File: src/sv/aat_pkg.sv
// ---------------------------------------------------------------------------
// aat_pkg
// Shared constants, payload types and pipeline control for the activity
// throttle trigger.
// ---------------------------------------------------------------------------
`default_nettype none

package aat_pkg;

  localparam int BLOCK_LEN = 400;
  localparam int HISTORY   = 10;

  localparam int SAMPLE_W = 16;
  localparam int DEV_W    = 15;
  localparam int DEV_MAX  = 32767;
  localparam int THR_W    = 15;
  localparam int RUN_W    = 8;
  localparam int BLANK_W  = 4;

  // block sum and divider sizing
  localparam int MAG_W    = $clog2(BLOCK_LEN * 32768 + 1);
  localparam int SUM_W    = MAG_W + 1;
  localparam int CNT_W    = $clog2(BLOCK_LEN + 1);
  localparam int RECIP_SH = MAG_W + $clog2(BLOCK_LEN);
  localparam longint unsigned RECIP =
    ((64'd1 << RECIP_SH) + 64'(BLOCK_LEN) - 64'd1) / 64'(BLOCK_LEN);
  localparam int QUO_W    = SAMPLE_W + 1;
  localparam int PROD_W   = RECIP_SH + QUO_W;

  // deviation adder tree
  localparam int DIFF_W = SAMPLE_W;
  localparam int PAIRS  = (HISTORY + 1) / 2;
  localparam int PAIR_W = DIFF_W + 1;
  localparam int ACC_W  = PAIR_W + $clog2(PAIRS + 1);

  // configuration port
  localparam int CFG_IDX_W  = 8;
  localparam int CFG_DATA_W = 16;

  localparam logic [CFG_IDX_W-1:0] REG_UP_THRESHOLD    = 8'd0;
  localparam logic [CFG_IDX_W-1:0] REG_QUIET_LIMIT_X   = 8'd1;
  localparam logic [CFG_IDX_W-1:0] REG_QUIET_LIMIT_Y   = 8'd2;
  localparam logic [CFG_IDX_W-1:0] REG_QUIET_LIMIT_Z   = 8'd3;
  localparam logic [CFG_IDX_W-1:0] REG_UP_RUNS_NEEDED  = 8'd4;
  localparam logic [CFG_IDX_W-1:0] REG_CUT_RUNS_NEEDED = 8'd5;
  localparam logic [CFG_IDX_W-1:0] REG_BLANK_BLOCKS    = 8'd6;

  typedef struct packed {
    logic signed [SAMPLE_W-1:0] accel_x;
    logic signed [SAMPLE_W-1:0] accel_y;
    logic signed [SAMPLE_W-1:0] accel_z;
  } sample_t;

  typedef struct packed {
    logic             block_done;
    logic [DEV_W-1:0] dev_x;
    logic [DEV_W-1:0] dev_y;
    logic [DEV_W-1:0] dev_z;
    logic             raise_pulse;
    logic             lower_pulse;
    logic             blanking;
  } result_t;

  typedef struct packed {
    logic accept;
    logic block_end;
    logic load_b;
    logic shift;
    logic load_c;
    logic load_d;
  } pipe_ctrl_t;

endpackage

`default_nettype wire

File: src/sv/aat_axis_avg.sv
// ---------------------------------------------------------------------------
// aat_axis_avg
// One axis: running block sum, then block average by reciprocal multiply
// (truncating toward zero).
// ---------------------------------------------------------------------------
`default_nettype none

module aat_axis_avg (
  input  logic                                 clk,
  input  logic                                 rst,
  input  aat_pkg::pipe_ctrl_t                  ctrl,
  input  logic signed [aat_pkg::SAMPLE_W-1:0]  sample_in,
  output logic signed [aat_pkg::SAMPLE_W-1:0]  avg
);

  logic signed [aat_pkg::SUM_W-1:0] sum;
  logic signed [aat_pkg::SUM_W-1:0] sum_next;
  logic signed [aat_pkg::SUM_W-1:0] total;
  logic [aat_pkg::MAG_W-1:0]        mag;
  logic [aat_pkg::PROD_W-1:0]       prod;
  logic [aat_pkg::QUO_W-1:0]        quo;
  logic [aat_pkg::QUO_W-1:0]        quo_signed;

  assign sum_next   = sum + aat_pkg::SUM_W'(sample_in);
  assign mag        = total[aat_pkg::SUM_W-1] ? aat_pkg::MAG_W'(-total)
                                              : aat_pkg::MAG_W'(total);
  assign prod       = aat_pkg::PROD_W'(mag) * aat_pkg::PROD_W'(aat_pkg::RECIP);
  assign quo        = prod[aat_pkg::RECIP_SH +: aat_pkg::QUO_W];
  assign quo_signed = total[aat_pkg::SUM_W-1] ? -quo : quo;

  always_ff @(posedge clk) begin
    if (rst) begin
      sum <= '0;
    end else if (ctrl.accept) begin
      sum <= ctrl.block_end ? '0 : sum_next;
    end
  end

  always_ff @(posedge clk) begin
    if (ctrl.accept && ctrl.block_end) begin
      total <= sum_next;
    end
    if (ctrl.load_b) begin
      avg <= quo_signed[aat_pkg::SAMPLE_W-1:0];
    end
  end

endmodule

`default_nettype wire

File: config.mk
export PLATFORM = sky130hd
export DESIGN_NAME = aat_axis_avg
export DESIGN_NICKNAME = d
export VERILOG_FILES = /design/src/sv/aat_pkg.sv /design/src/sv/aat_axis_avg.sv
export SDC_FILE = /design/constraint.sdc
export NUM_CORES = 1
export LEC_CHECK = 0
export BUFFER_PORTS_ARGS = -buffer_cell sky130_fd_sc_hd__buf_2
export CAP_MARGIN = 20
export CORE_ASPECT_RATIO = 0.7
export CORE_MARGIN = 3
export CORE_UTILIZATION = 55
export CTS_CLUSTER_SIZE = 40
export DETAILED_ROUTE_END_ITERATION = 12
export PLACE_DENSITY = 0.72
export RECOVER_POWER = 25
export SETUP_SLACK_MARGIN = 0.3
export SLEW_MARGIN = 10
export SYNTH_ARGS = -nofsm -noshare
export SYNTH_HDL_FRONTEND = slang
export SYNTH_SLANG_ARGS = --single-unit
File: constraint.sdc
create_clock -name clk -period 9.9 [get_ports clk]
set_input_delay 0.495 -clock clk [delete_from_list [all_inputs] [get_ports clk]]
set_output_delay 0.495 -clock clk [all_outputs]
set_load 0.05 [all_outputs]
==> results of run 1 <==
registers in the layout, summed over array words and instances (netlist names):
register,cells
avg,16
sum,25
total,25
worst max path at each step:
stage / startpoint / to
final: total[3] / avg[15]
after global routing: total[0] / avg[10]
after CTS: total[3] / avg[15]
after detailed placement: total[3] / avg[15]
after global placement: total[3] / avg[15]
after floorplan: total[0] / avg[15]
synthesized netlist by cell type, types with 3 or more instances:
| cell | number |
|---|---|
| nor2b_1 | 26 |
| a21oi_1 | 65 |
| a31oi_1 | 6 |
| o21ai_0 | 34 |
| or3_1 | 12 |
| o31a_1 | 3 |
| ha_1 | 276 |
| nor4_1 | 5 |
| and4_1 | 4 |
| nand3b_1 | 3 |
| xor2_1 | 20 |
| and2_1 | 8 |
| nand2b_1 | 7 |
| nand2_1 | 36 |
| nand3_1 | 12 |
| and3_1 | 5 |
| a41oi_1 | 3 |
| o31ai_1 | 10 |
| a31o_2 | 4 |
| edfxtp_1 | 41 |
| inv_1 | 339 |
| o21a_1 | 9 |
| o21bai_1 | 9 |
| o211ai_1 | 6 |
| nand4_1 | 6 |
| nor2_1 | 61 |
| clkbuf_1 | 16 |
| or2_2 | 6 |
| nor3_1 | 13 |
| a211oi_1 | 8 |
| a21o_1 | 30 |
| xnor2_1 | 53 |
| fa_1 | 202 |
| a221oi_1 | 4 |
| dfxtp_1 | 25 |
| or4_1 | 6 |
routing by layer:
layer | up-vias | global-route usage (%) | part of all wire (%)
met4 | 0 | 3.45 | 1.1
met1 | 4647 | 35.7 | 48
met5 | - | 0 | 0
li1 | 4714 | - | -
met3 | 26 | 6.86 | 9.0
met2 | 298 | 35.4 | 42
worst reg2reg max path, stage by stage, from the launching register on:
cell	delay (ns)
edfxtp_1	0.42
or4_4	0.57
or3_4	0.42
or3_1	0.43
o21ai_0	0.30
xnor2_2	0.22
ha_1	0.60
ha_1	0.34
fa_1	0.49
fa_1	0.53
fa_1	0.52
fa_1	0.60
inv_1	0.07
fa_1	0.56
inv_1	0.05
ha_1	0.35
nand4_1	0.15
nor4_1	0.28
o31a_1	0.25
and3b_1	0.20
a32oi_2	0.09
a311oi_2	0.38
o21a_2	0.25
a41oi_1	0.18
xnor2_2	0.22
o41ai_2	0.36
xnor2_1	0.10
through the flow:
step / instance area, sq um / worst slack [ns] / utilization (%)
6_report: 14900 / 0.704 / 61.7
2_1_floorplan: 13800 / 1.11 / -
3_3_place_gp: 14400 / 0.368 / 59.7
4_1_cts: 14700 / 0.332 / 61.1
5_1_grt: 14900 / 0.241 / 61.7
3_5_place_dp: 14400 / 0.258 / 59.7
logic make-up (layout without fill, tap and decap cells):
logic type | count (synthesis) | count (layout) | share of synthesized area (%)
flops | 66 | 66 | 12.6
xor+xnor | 73 | 73 | 4.64
mux | 2 | 2 | 0.154
compound gates | 210 | 210 | 10.0
buf+inv | 358 | 411 | 9.75
simple gates | 222 | 222 | 8.46
fa+ha+maj | 478 | 478 | 54.4
layout make-up:
type                    instances  area (sq um)  area share [%]
multi-input cells             985         10800            72.9
flip-flops and latches         66          1730            11.6
inverters                     340          1280            8.57
well taps                     318           398            2.67
repair buffers                 55           308            2.07
clock buffers                   9           225            1.51
clock inverters                 7           100           0.672
repair_timing:
item	in CTS	in global routing
endpoints found under the hold margin	0	0
gates resized for setup	1	24
setup endpoints to repair	2	11
setup buffers	0	4
pin swaps	0	6
==> flow_summary_export.csv, run 1 <==
group,metric,value,unit
die,dieWidth,195,um
sta,tightestPinTransition,1.26,ns
sta,fmax,0.109,GHz
detailed_routing,drt_iter0_markers,677,
die,row_count,47,
sta,slew_viol_final,0,
sta,skew,0.00475,ns
grt,grt_pass1_wl,51300,um
detailed_routing,ant_nets,0,
worst_setup_path,critical_path_class,"flop to flop",
grt,grt_start_max_net_pins,30,
detailed_routing,post_drt_wl_per_cell,17.6,um
sta,grt_setup_unrepaired,"yes",
detailed_routing,wl,31300,um
synth,ys_seq_area_share,12.6,%
detailed_routing,viasPerCell,5.44,
detailed_routing,routed-via-count,9685,
finish,layout_commonest_cell,"inv_1",
synth,synth_top_area_share,29.3,%
worst_setup_path,r2r_setup_slack,0.70,ns
grt,grt_antenna_before_repair,0,
sta,hold_viol_final,0,
clock_network,cts.sinks,66,
min_path,hold-path-endpoint,"sum[0]",
finish,num_antenna_cells,0,
worst_setup_path,worstPathArrival,9.29,ns
finish,syn_to_final_growth,8.02,%
worst_setup_path,cp_max_fo,7,
worst_setup_path,r2r-start,"total[3]",
synth,synthArstFlopShare,0,%
clock_network,ctsHoldBuffers,0,
synth,syn_inst,1409,
outcome,status,"finished, final reports clean",
die,io_pins,40,
detailed_routing,remaining_drc_errors,0,
sta,fin_crit,9.20,ns
synth,synth_ff_type,"edfxtp_1",
grt,grt_usage,23.8,%
clock_network,cts_tree,"built",
synth,syn-cell-area,13800,sq um
min_path,hold_depth,2,
finish,drive_above_1_share,6.70,%
worst_setup_path,cp_num_cells,26,
min_path,min_from,"sum[0]",
sta,final.setup.tns,0,ns
placed_design,gp_congestion,0.968,
die,start_util,57.2,%
placed_design,placed_cells,1760,
min_path,hp-class,"flop to flop",
worst_setup_path,crit_path_frequent_cell,"fa_1",
run,maxCapViolCount,0,
finish,nets,1959,
worst_setup_path,r2r_cells,26,
finish,final_cells,1780,
sta,max-slew-margin-rel,16.1,%
worst_setup_path,start_kind,"flop",
clock_network,htreeDepth,3,
die,die_h,138,um
synth,syn_nets,1911,
synth,synth-seq-cells,66,
placed_design,io_buffers,36,
finish,final_cell_mix,"337 x inv_1, 272 x ha_1, 202 x fa_1",
worst_setup_path,critPathMaxStageDelay,0.60,ns
clock_network,cts_buffers,9,
synth,synth.largest_area_cell,"fa_1",
worst_setup_path,worstPathRequired,9.99,ns
worst_setup_path,endpoint_kind,"flop",
sta,hold_ws,0.481,ns
worst_setup_path,crit_family,"adder cells",
die,dieArea,27000,sq um
synth,synth.distinct_cells,63,
worst_setup_path,r2r-end,"avg[15]",
worst_setup_path,cp_slowest_cell,"ha_1",
sta,finalSetupViolations,0,
synth,ys_top_cells_by_area,"fa_1 29%, ha_1 25%, inv_1 9.2%, edfxtp_1 8.9%, dfxtp_1 3.6%",
clock_network,cts_root_buffer,"clkbuf_16",
synth,avgSynthCellArea,9.78,sq um
synth,synth_edf_count,41,
grt,grt_pass1_vias,9885,
grt,grt_overflow_total,0,
worst_setup_path,path_buf_inv,2,
die,core-area,24100,sq um
clock_network,path_clk_slew,0.06,ns
detailed_routing,first_pass_iters,5,
clock_network,clock_latency,0.35,ns
synth,yosys_warnings,0,
placed_design,dp_hpwl,27200,um
sta,fin_crit_sh,92.9,%
finish,fillCellCount,1999,
clock_network,cts_max_path_buffers,2,
Power of run 1 is left out: the tool's default activity adds up to more than one toggle a clock period on the data nets, which glitch-free logic cannot reach.
==> run 2: changes to the inputs <==
Settings changed: REMOVE_ABC_BUFFERS set to 1.
==> flow_summary_export.csv, run 2 (same netlist as run 1, synthesis figures left out) <==
group,metric,value,unit
outcome,status,"finished, final reports clean",
finish,syn_to_final_growth,8.22,%
sta,fin_crit,9.31,ns
worst_setup_path,worstPathRequired,9.99,ns
sta,hold_ws,0.488,ns
clock_network,cts_tree,"built",
finish,nets,1961,
worst_setup_path,critPathMaxStageDelay,0.57,ns
finish,final_cell_mix,"338 x inv_1, 272 x ha_1, 202 x fa_1",
die,core-area,24100,sq um
die,dieArea,27000,sq um
finish,layout_commonest_cell,"inv_1",
grt,grt_pass1_wl,50800,um
sta,max-slew-margin-rel,18.5,%
detailed_routing,wl,31600,um
detailed_routing,viasPerCell,5.42,
run,maxCapViolCount,0,
sta,skew,0.00965,ns
die,die_h,138,um
detailed_routing,remaining_drc_errors,0,
worst_setup_path,r2r-start,"total[3]",
grt,grt_overflow_total,0,
detailed_routing,drt_iter0_markers,543,
worst_setup_path,critical_path_class,"flop to flop",
placed_design,io_buffers,36,
finish,fillCellCount,2061,
grt,grt_pass1_vias,9945,
min_path,hp-class,"flop to flop",
finish,fin_util,61.8,%
placed_design,gp_congestion,0.959,
clock_network,ctsHoldBuffers,0,
finish,drive_above_1_share,7.04,%
worst_setup_path,start_kind,"flop",
detailed_routing,post_drt_wl_per_cell,17.8,um
sta,fin_crit_sh,94.0,%
detailed_routing,routed-via-count,9663,
sta,slew_viol_final,0,
clock_network,cts_max_path_buffers,2,
sta,final.setup.tns,0,ns
die,dieWidth,195,um
detailed_routing,first_pass_iters,5,
grt,grt_start_max_net_pins,30,
clock_network,path_clk_slew,0.06,ns
clock_network,cts_root_buffer,"clkbuf_16",
worst_setup_path,cp_max_fo,8,
finish,top_regs,"sum (25), total (25), avg (16)",
clock_network,clock_latency,0.35,ns
finish,layout.area.seq,1730,sq um
clock_network,htreeDepth,3,
detailed_routing,ant_nets,0,
clock_network,cts.sinks,66,
worst_setup_path,critPathLaunch,"total[3]",
die,start_util,57.2,%
grt,grt_usage,23.8,%
finish,multi_input_area,10900,sq um
sta,tightestPinTransition,1.22,ns
die,io_pins,40,
worst_setup_path,endpoint_kind,"flop",
placed_design,dp_hpwl,27400,um
die,row_count,47,
grt,grt_antenna_before_repair,0,
finish,num_antenna_cells,0,
sta,finalSetupViolations,0,
min_path,min_from,"sum[0]",
sta,fmax,0.107,GHz
sta,hold_viol_final,0,
clock_network,cts_buffers,9,
sta,grt_setup_unrepaired,"no",
worst_setup_path,worstPathArrival,9.40,ns
worst_setup_path,cp_slowest_cell,"or4_4",
## run 2: cell types whose count changed in the layout (fill, tap and decap cells not counted), sizes merged
cell	before	now
buf	43	46
clkbuf	21	20
clkinv	1	4
clkinvlp	3	0
## run 2: layer usage
layer  track usage (%)  share of wire (%)
met1              35.2                 48
met4              3.94                1.1
met5              2.65               0.34
met3              7.88                8.5
met2              34.4                 42
## run 2: worst max-delay path: cells and delay by family, from the launching register on
kind | cells | cell delay [ns]
fa+ha+maj | 9 | 3.90
simple gates | 9 | 2.40
compound gates | 6 | 1.52
flops | 1 | 0.42
buf+inv | 6 | 0.41
xor+xnor | 2 | 0.37
## run 2: worst paths after layout
kind,cells after the start,slack [ns],endpoint
max,32,0.59,avg[15]
min,2,0.49,sum[0]
max reg2reg,32,0.59,avg[15]
min reg2reg,2,0.49,sum[0]
## run 2: repair_timing
item | CTS | global route
hold endpoints to repair | 0 | 0
pin swaps | 0 | 6
setup endpoints to repair | 4 | 11
buffers inserted | 0 | 5
cloned | 0 | 0
resized for setup | 2 | 25
## run 2: final cells by class
cell class                      count  share of cell area (%)
Multi-Input combinational cell    985                    72.8
Timing Repair Buffer               57                    2.17
Tap cell                          318                    2.67
Clock inverter                      7                   0.680
Clock buffer                        9                    1.51
Inverter                          340                    8.56
Sequential cell                    66                    11.6
## run 2: metrics by stage
step           area [sq um]  setup slack [ns]  std cells
2_1_floorplan         13700              1.12       1391
3_3_place_gp          14400             0.337       1761
3_5_place_dp          14400             0.208       1761
4_1_cts               14700             0.311       1777
5_1_grt               14900             0.163       1782
6_report              14900             0.591       1782
Power of run 2 is left out for the same reason.
