`src/sv/aat_pkg.sv`:
```
// ---------------------------------------------------------------------------
// aat_pkg
// Shared constants, payload types and pipeline control for the activity
// throttle trigger.
// ---------------------------------------------------------------------------
`default_nettype none

package aat_pkg;

  localparam int BLOCK_LEN = 400;
  localparam int HISTORY   = 10;

  localparam int SAMPLE_W = 16;
  localparam int DEV_W    = 15;
  localparam int DEV_MAX  = 32767;
  localparam int THR_W    = 15;
  localparam int RUN_W    = 8;
  localparam int BLANK_W  = 4;

  // block sum and divider sizing
  localparam int MAG_W    = $clog2(BLOCK_LEN * 32768 + 1);
  localparam int SUM_W    = MAG_W + 1;
  localparam int CNT_W    = $clog2(BLOCK_LEN + 1);
  localparam int RECIP_SH = MAG_W + $clog2(BLOCK_LEN);
  localparam longint unsigned RECIP =
    ((64'd1 << RECIP_SH) + 64'(BLOCK_LEN) - 64'd1) / 64'(BLOCK_LEN);
  localparam int QUO_W    = SAMPLE_W + 1;
  localparam int PROD_W   = RECIP_SH + QUO_W;

  // deviation adder tree
  localparam int DIFF_W = SAMPLE_W;
  localparam int PAIRS  = (HISTORY + 1) / 2;
  localparam int PAIR_W = DIFF_W + 1;
  localparam int ACC_W  = PAIR_W + $clog2(PAIRS + 1);

  // configuration port
  localparam int CFG_IDX_W  = 8;
  localparam int CFG_DATA_W = 16;

  localparam logic [CFG_IDX_W-1:0] REG_UP_THRESHOLD    = 8'd0;
  localparam logic [CFG_IDX_W-1:0] REG_QUIET_LIMIT_X   = 8'd1;
  localparam logic [CFG_IDX_W-1:0] REG_QUIET_LIMIT_Y   = 8'd2;
  localparam logic [CFG_IDX_W-1:0] REG_QUIET_LIMIT_Z   = 8'd3;
  localparam logic [CFG_IDX_W-1:0] REG_UP_RUNS_NEEDED  = 8'd4;
  localparam logic [CFG_IDX_W-1:0] REG_CUT_RUNS_NEEDED = 8'd5;
  localparam logic [CFG_IDX_W-1:0] REG_BLANK_BLOCKS    = 8'd6;

  typedef struct packed {
    logic signed [SAMPLE_W-1:0] accel_x;
    logic signed [SAMPLE_W-1:0] accel_y;
    logic signed [SAMPLE_W-1:0] accel_z;
  } sample_t;

  typedef struct packed {
    logic             block_done;
    logic [DEV_W-1:0] dev_x;
    logic [DEV_W-1:0] dev_y;
    logic [DEV_W-1:0] dev_z;
    logic             raise_pulse;
    logic             lower_pulse;
    logic             blanking;
  } result_t;

  typedef struct packed {
    logic accept;
    logic block_end;
    logic load_b;
    logic shift;
    logic load_c;
    logic load_d;
  } pipe_ctrl_t;

endpackage

`default_nettype wire

```
`src/sv/aat_axis_dev.sv`:
```
// ---------------------------------------------------------------------------
// aat_axis_dev
// One axis: history window of past averages, absolute deviation sum over a
// two-level registered adder tree, saturation.
// ---------------------------------------------------------------------------
`default_nettype none

module aat_axis_dev (
  input  logic                                 clk,
  input  logic                                 rst,
  input  aat_pkg::pipe_ctrl_t                  ctrl,
  input  logic signed [aat_pkg::SAMPLE_W-1:0]  avg,
  output logic [aat_pkg::DEV_W-1:0]            dev
);

  logic signed [aat_pkg::SAMPLE_W-1:0] hist [aat_pkg::HISTORY];
  logic [aat_pkg::DIFF_W-1:0]          absd [aat_pkg::HISTORY];
  logic [aat_pkg::PAIR_W-1:0]          pair_next [aat_pkg::PAIRS];
  logic [aat_pkg::PAIR_W-1:0]          pair [aat_pkg::PAIRS];
  logic [aat_pkg::ACC_W-1:0]           acc;

  for (genvar i = 0; i < aat_pkg::HISTORY; i++) begin : g_diff
    logic signed [aat_pkg::SAMPLE_W:0] d;
    assign d       = (aat_pkg::SAMPLE_W + 1)'(avg) - (aat_pkg::SAMPLE_W + 1)'(hist[i]);
    assign absd[i] = d[aat_pkg::SAMPLE_W] ? aat_pkg::DIFF_W'(-d) : aat_pkg::DIFF_W'(d);
  end

  for (genvar p = 0; p < aat_pkg::PAIRS; p++) begin : g_pair
    if (2 * p + 1 < aat_pkg::HISTORY) begin : g_two
      assign pair_next[p] = aat_pkg::PAIR_W'(absd[2*p]) + aat_pkg::PAIR_W'(absd[2*p+1]);
    end else begin : g_one
      assign pair_next[p] = aat_pkg::PAIR_W'(absd[2*p]);
    end
  end

  always_comb begin
    acc = '0;
    for (int p = 0; p < aat_pkg::PAIRS; p++) begin
      acc = acc + aat_pkg::ACC_W'(pair[p]);
    end
  end

  // window shift, oldest entry at index zero
  always_ff @(posedge clk) begin
    if (rst) begin
      for (int i = 0; i < aat_pkg::HISTORY; i++) begin
        hist[i] <= '0;
      end
    end else if (ctrl.shift) begin
      for (int i = 0; i < aat_pkg::HISTORY - 1; i++) begin
        hist[i] <= hist[i+1];
      end
      hist[aat_pkg::HISTORY-1] <= avg;
    end
  end

  always_ff @(posedge clk) begin
    if (ctrl.load_c) begin
      for (int p = 0; p < aat_pkg::PAIRS; p++) begin
        pair[p] <= pair_next[p];
      end
    end
    if (ctrl.load_d) begin
      dev <= (acc > aat_pkg::ACC_W'(aat_pkg::DEV_MAX)) ? aat_pkg::DEV_W'(aat_pkg::DEV_MAX)
                                                       : acc[aat_pkg::DEV_W-1:0];
    end
  end

endmodule

`default_nettype wire

```
`config.mk`:
```
export PLATFORM = sky130hd
export DESIGN_NAME = aat_axis_dev
export DESIGN_NICKNAME = d
export VERILOG_FILES = /design/src/sv/aat_pkg.sv /design/src/sv/aat_axis_dev.sv
export SDC_FILE = /design/constraint.sdc
export NUM_CORES = 1
export LEC_CHECK = 0
export BUFFER_PORTS_ARGS = -buffer_cell sky130_fd_sc_hd__buf_2
export CAP_MARGIN = 25
export CORE_ASPECT_RATIO = 1.75
export CORE_MARGIN = 1.5
export CORE_UTILIZATION = 25
export CTS_CLUSTER_SIZE = 10
export DETAILED_ROUTE_END_ITERATION = 16
export PLACE_DENSITY_LB_ADDON = 0.1
export SETUP_SLACK_MARGIN = 0.4
export SLEW_MARGIN = 10
export SYNTH_ARGS = -nofsm -noshare
export SYNTH_HDL_FRONTEND = slang
export SYNTH_SLANG_ARGS = --single-unit
```
`constraint.sdc`:
```
create_clock -name clk -period 6.4 [get_ports clk]
set_input_delay 0.64 -clock clk [delete_from_list [all_inputs] [get_ports clk]]
set_output_delay 0.64 -clock clk [all_outputs]
set_load 0.01 [all_outputs]
```
==> metrics.cfg, run 1 <==
[yosys]
synthDistinctLibCells = 90
synth_seq_cells = 260
synthTopCellsByCount = inv_1 (386), ha_1 (270), edfxtp_1 (260)
synth_fp_nets = 3210
avgSynthCellArea_um2 = 9.05
synth_top_area_share_pct = 30.3
synth_enable_flop_cells = 260
ys_seq_area_share_pct = 30.3
async_flop_share_pct = 0
yosys.area.top_type = edfxtp_1
synth_area_leaders = edfxtp_1 (30%), ha_1 (13%), xnor2_1 (6.7%), inv_1 (5.6%), fa_1 (5.0%)
syn-instance-count = 2851
syn-cell-area_mm2 = 0.0258
yosysMostFrequentCell = inv_1
ys.warnings.count = 0
ys.flop_type = edfxtp_1

[global_route]
grt_pass1_vias = 21238
grt_pass1_wl_um = 128000
grt-ovfl-total = 0
grt_antenna_before_repair = 2
grt_start_max_net_pins = 161
grt.total_usage_pct = 16.4

[critical_path]
cp.arrival_ps = 5940
regToRegSetupSlack_ps = 840
r2r_end = dev[10]
cp_slowest_cell = fa_1
cp_max_fo = 7
cpPeakStageDelay_ps = 410
path_class = input pin to flip-flop
crit_required_ps = 6710
startpoint_type = input pin
end_kind = flip-flop
path_buf_inv = 6
r2r_cells = 18
r2r-start = pair[0][2]
cpMostUsedCell = a21o_1
cp_top_family = compound AO/OA/AOI/OAI gates

[die]
die_h_um = 428
start_util_pct = 25.2
die_x_um = 246
fp.dieArea_mm2 = 0.105
core_area_mm2 = 0.102
pin_count = 39
row_count = 155

[clock_network]
postCtsSetupRepairBufs = 0
clk_pin_slew_ps = 60
cts_buffers = 35
cts_sinks = 260
cts-root-buf = clkbuf_16
cts_max_level = 2
cts_tree = built
worst_skew_pair.late_latency_ps = 580
hold_buffers = 0
post_cts_resized = 0
clk_path_buf_depth = 3

[timing]
maxSlewViolCount = 0
min_period_ps = 5620
slew_headroom_pct = 37.2
tightest_slew_ps = 931
fmaxAchievable_mhz = 178
holdWs_ps = 394
setup_viol = 0
setup_ws_ps = 775
rsz0062_at_grt = false
finalCritPeriodShare_pct = 87.9
finClkSkew_ps = 31.9
hold_viol = 0

[power_and_ir_drop]
p_leak_uw = 0.0122
powerDensity_mw_per_mm2 = 585
ir_worst_vdd_mv = 0.733

[outcome]
outcome = complete, no violations

[finish]
synthToLayoutAreaGrowth_pct = 13.8
fin_nets = 3349
layout-drive-gt1-share_pct = 8.15
n_fill_cell = 10708

[detailed_routing]
wl_um = 86600
drt_pass1_iterations = 5
vias = 20523
wl_met2_um = 48900
top_layer = met4
drc = 0
met1_length_um = 31600
ant_nets = 0
wl_per_cell_um = 19.9
dr.first_iter.drc_count = 899
viasPerCell = 4.73
met3_length_um = 1820

[placed_design]
dp_hpwl_um = 71200
gp_congestion = 0.840
place_ws_ps = 6.41
port_buffers = 35

[hold_path]
worstHoldStart = avg[0]
worst_hold_path_type = input pin to flip-flop
min_delay_path_depth = 2
whs_endpoint = hist[9][0]

[run]
timing.max_cap.violations = 0

==> worst max path at each step <==
| stage | startpoint | endpoint | slack [ps] | cells after the start |
|---|---|---|---|---|
| 2_1_floorplan | avg[0] | pair[0][48] | 770 | 23 |
| 3_5_place_dp | avg[0] | pair[0][48] | 6 | 26 |
| 4_1_cts | avg[0] | pair[0][16] | 560 | 25 |
| 5_1_grt | avg[0] | pair[0][67] | 420 | 25 |
| 3_3_place_gp | avg[0] | pair[0][48] | -60 | 26 |
| 6_report | avg[0] | pair[0][49] | 780 | 26 |
==> worst register-to-register path, cell delays in order (launching register included) <==
cell and delay, ps:
edfxtp_1 330, inv_1 60, fa_1 530, inv_1 120
fa_1 540, inv_1 60, fa_1 550, inv_1 60
ha_1 290, a21o_1 180, a21oi_1 210, o21ai_0 160
a2111oi_0 720, nor3_1 200, o41a_1 470, a31o_2 280
a2bb2oi_2 170, buf_4 230, nand3_1 110
==> routing by layer <==
metal | up-vias | track usage (%)
met5 | - | 0
li1 | 10322 | -
met4 | 0 | 7.42
met2 | 262 | 33.3
met3 | 119 | 1.61
met1 | 9820 | 16.3
==> registers in the layout (all words and copies together), names as in the netlist <==
register / count
dev: 15
pair: 85
hist: 160
==> logic make-up after synthesis <==
| group | share of synthesized area [%] |
|---|---|
| flip-flops | 30.3 |
| XOR/XNOR | 10.2 |
| multiplexers | 0.539 |
| adder cells (fa/ha/maj) | 18.1 |
| AND/OR/NAND/NOR | 17.6 |
| AO/OA/AOI/OAI | 17.1 |
| buffers and inverters | 6.15 |
==> cell type report <==
cell class | count | area, um2 | share of cell area [%]
diodes | 1 | 2.50 | 0.00852
clock buffers | 44 | 910 | 3.10
clock inverters | 9 | 105 | 0.358
inverters | 386 | 1450 | 4.95
multi-input cells | 2169 | 16400 | 56.0
flip-flops and latches | 260 | 7810 | 26.6
well taps | 1334 | 1670 | 5.69
repair buffers | 138 | 976 | 3.32
==> cells in the final DEF (no fill, tap or decap), types with 12 or more instances in the layout <==
cell,netlist,final
nand2_1,134,134
o31a_1,13,13
nand3_1,71,71
o21bai_1,18,18
a211o_1,12,12
and2_1,177,177
nor2b_1,41,40
o21a_1,38,38
a21boi_0,14,14
clkbuf_16,0,35
or3_1,29,29
xor2_1,98,98
a211oi_1,35,33
o21ai_0,117,117
nor3_1,68,68
and3_1,24,24
nor2_1,197,197
edfxtp_1,260,260
o31ai_1,26,26
a31oi_1,36,35
a21o_1,61,61
nand2b_1,34,34
or2_2,17,16
ha_1,270,270
fa_1,65,65
buf_2,1,34
buf_4,0,102
a21oi_1,172,172
xnor2_1,198,198
inv_1,386,385
==> per-stage QoR <==
| step | util (%) | cells | setup TNS (ps) | cell area [um2] | total power [uW] |
|---|---|---|---|---|---|
| 2_1_floorplan | - | 2851 | 0 | 25800 | 11800 |
| 5_1_grt | 28.7 | 4341 | 0 | 29400 | 19000 |
| 4_1_cts | 28.7 | 4340 | 0 | 29300 | 17400 |
| 3_3_place_gp | 27.7 | 4287 | -99.1 | 28300 | 15300 |
| 3_5_place_dp | 27.7 | 4287 | 0 | 28300 | 15400 |
| 6_report | 28.7 | 4341 | 0 | 29400 | 17200 |
==> report_power, final <==
part | switching [uW] | internal (uW)
clock | 808 | 1080
sequential | 208 | 2580
combinational | 7270 | 5240
Note: power is estimated with default switching activity, not from simulation.
==> inputs of run 2 (changes only) <==
CELL_PAD_IN_SITES_DETAIL_PLACEMENT = 0   (was unset)
CELL_PAD_IN_SITES_GLOBAL_PLACEMENT = 1   (was unset)
MAX_ROUTING_LAYER = met4   (was unset)
==> run 2 against run 1 <==
Against the previous run: core utilization is 0.16 points higher; first-iteration DRC count rose by 2.6%; via count increased by 0.53%; critical path type unchanged; critical endpoint is now pair[0][47]; largest cell class unchanged; highest routed layer unchanged.
==> metrics.cfg, run 2 (synthesis results as in run 1) <==
[clock_network]
hold_buffers = 0
cts-root-buf = clkbuf_16
clk_path_buf_depth = 3
cts_sinks = 260
worst_skew_pair.late_latency_ps = 580
cts_tree = built
cts_buffers = 36
cts_max_level = 2
clk_pin_slew_ps = 60

[die]
row_count = 155
fp.dieArea_mm2 = 0.105
start_util_pct = 25.2
die_x_um = 246
core_area_mm2 = 0.102
pin_count = 39
die_h_um = 428

[timing]
tightest_slew_ps = 1000
min_period_ps = 5670
finClkSkew_ps = 16.5
tns_ps = 0
slew_headroom_pct = 33.3
fmaxAchievable_mhz = 176
finalCritPeriodShare_pct = 88.7
maxSlewViolCount = 0
hold_viol = 0
setup_viol = 0
rsz0062_at_grt = true

[finish]
stdcell_area_mm2 = 0.0295
fin_nets = 3359
largest_reg_flops = 160
layout_common_cells = inv_1 (385), ha_1 (270), edfxtp_1 (260)
synthToLayoutAreaGrowth_pct = 14.5
top_regs = hist x160, pair x85, dev x15
final_common_cell = inv_1
layout-drive-gt1-share_pct = 8.75
postLayoutCoreUtil_pct = 28.9
regMostFlops = hist

[critical_path]
cp_max_fo = 4
crit_required_ps = 6690
r2r_end = pair[0][47]
crit_start = avg[0]
r2r-start = hist[4][0]
cp.arrival_ps = 5970
crit_end = pair[0][47]
startpoint_type = input pin
path_class = input pin to flip-flop
regToRegSetupSlack_ps = 780
end_kind = flip-flop
r2r_cells = 20

[global_route]
grt_busiest_layer = met2
grt.met2_usage_pct = 37.1
grt.total_usage_pct = 18.1
grt_antenna_before_repair = 3
gr-usage-met3_pct = 1.37
gr-usage-met1_pct = 17.1
grt_pass1_wl_um = 136000
grt-ovfl-total = 0
grt_start_max_net_pins = 145
grt_pass1_vias = 20947

[detailed_routing]
wl_per_cell_um = 21.3
dr.first_iter.drc_count = 922
ant_nets = 0
vias = 20631
viasPerCell = 4.74
wl_um = 92700
drc = 0
drt_pass1_iterations = 5

[placed_design]
port_buffers = 35
gp_congestion = 0.833
dpl_cell_area_mm2 = 0.0284
dp_hpwl_um = 75900

[run]
timing.max_cap.violations = 0

[power_and_ir_drop]
ir_worst_vdd_mv = 0.762
powerDensity_mw_per_mm2 = 591
p_leak_uw = 0.0123

[hold_path]
worst_hold_path_type = input pin to flip-flop

[outcome]
outcome = complete, no violations

## run 2: cell type report
class / count / area (um2)
diodes: 2 / 5.00
clock buffers: 40 / 937
clock inverters: 15 / 108
fillers: 10701 / 72700
inverters: 386 / 1450
multi-input cells: 2169 / 16500
flip-flops and latches: 260 / 7810
well taps: 1334 / 1670
repair buffers: 147 / 1070
## run 2: how the worst min path moves through the flow
stage	slack [ps]	depth (start not counted)	endpoint	startpoint
2_1_floorplan	520	1	hist[0][10]	hist[1][10]
4_1_cts	440	1	pair[0][72]	ctrl[1]
3_5_place_dp	540	1	hist[0][7]	hist[1][7]
3_3_place_gp	540	1	hist[0][3]	hist[1][3]
6_report	470	2	hist[9][0]	avg[0]
5_1_grt	460	1	pair[0][8]	ctrl[1]
## run 2: per-stage QoR
stage / hold slack (ps) / total power (uW) / instances / setup WS [ps]
3_3_place_gp: 540 / 15600 / 4295 / -222
5_1_grt: 463 / 19100 / 4351 / 379
2_1_floorplan: 525 / 11800 / 2851 / 770
3_5_place_dp: 541 / 15600 / 4296 / -233
6_report: 466 / 17500 / 4353 / 726
4_1_cts: 445 / 17700 / 4351 / 434
## run 2: metal layers
| layer | vias to the layer above | wire [um] |
|---|---|---|
| met1 | 9932 | 32600 |
| li1 | 10338 | - |
| met2 | 272 | 55500 |
| met4 | 0 | 2980 |
| met3 | 89 | 1600 |
| met5 | - | 0 |
## run 2: report_power, final
part / internal (uW) / switching (uW)
registers: 2590 / 225
logic: 5280 / 7460
clock network: 1080 / 829
total: 8950 / 8510
## run 2: critical path, stage by stage
cell and delay (ps):
buf_2 140, clkinvlp_4 200, ha_1 200, inv_1 50
fa_1 400, a211o_1 330, a2111oi_0 410, nor2_1 120
a41o_1 300, a2111oi_2 370, o211a_1 210, a21oi_1 70
mux2_2 310, ha_1 270, a21o_1 170, a21o_1 190
a21oi_1 240, o21ai_0 200, a211oi_1 320, nor3_1 120
buf_4 150, a211oi_1 530
## run 2: what timing repair did
| action | 4_1_cts | 5_1_grt |
|---|---|---|
| setup buffers | 0 | 0 |
| resized for setup | 1 | 14 |
| pin swaps | 0 | 0 |
| setup endpoints to repair | 1 | 29 |
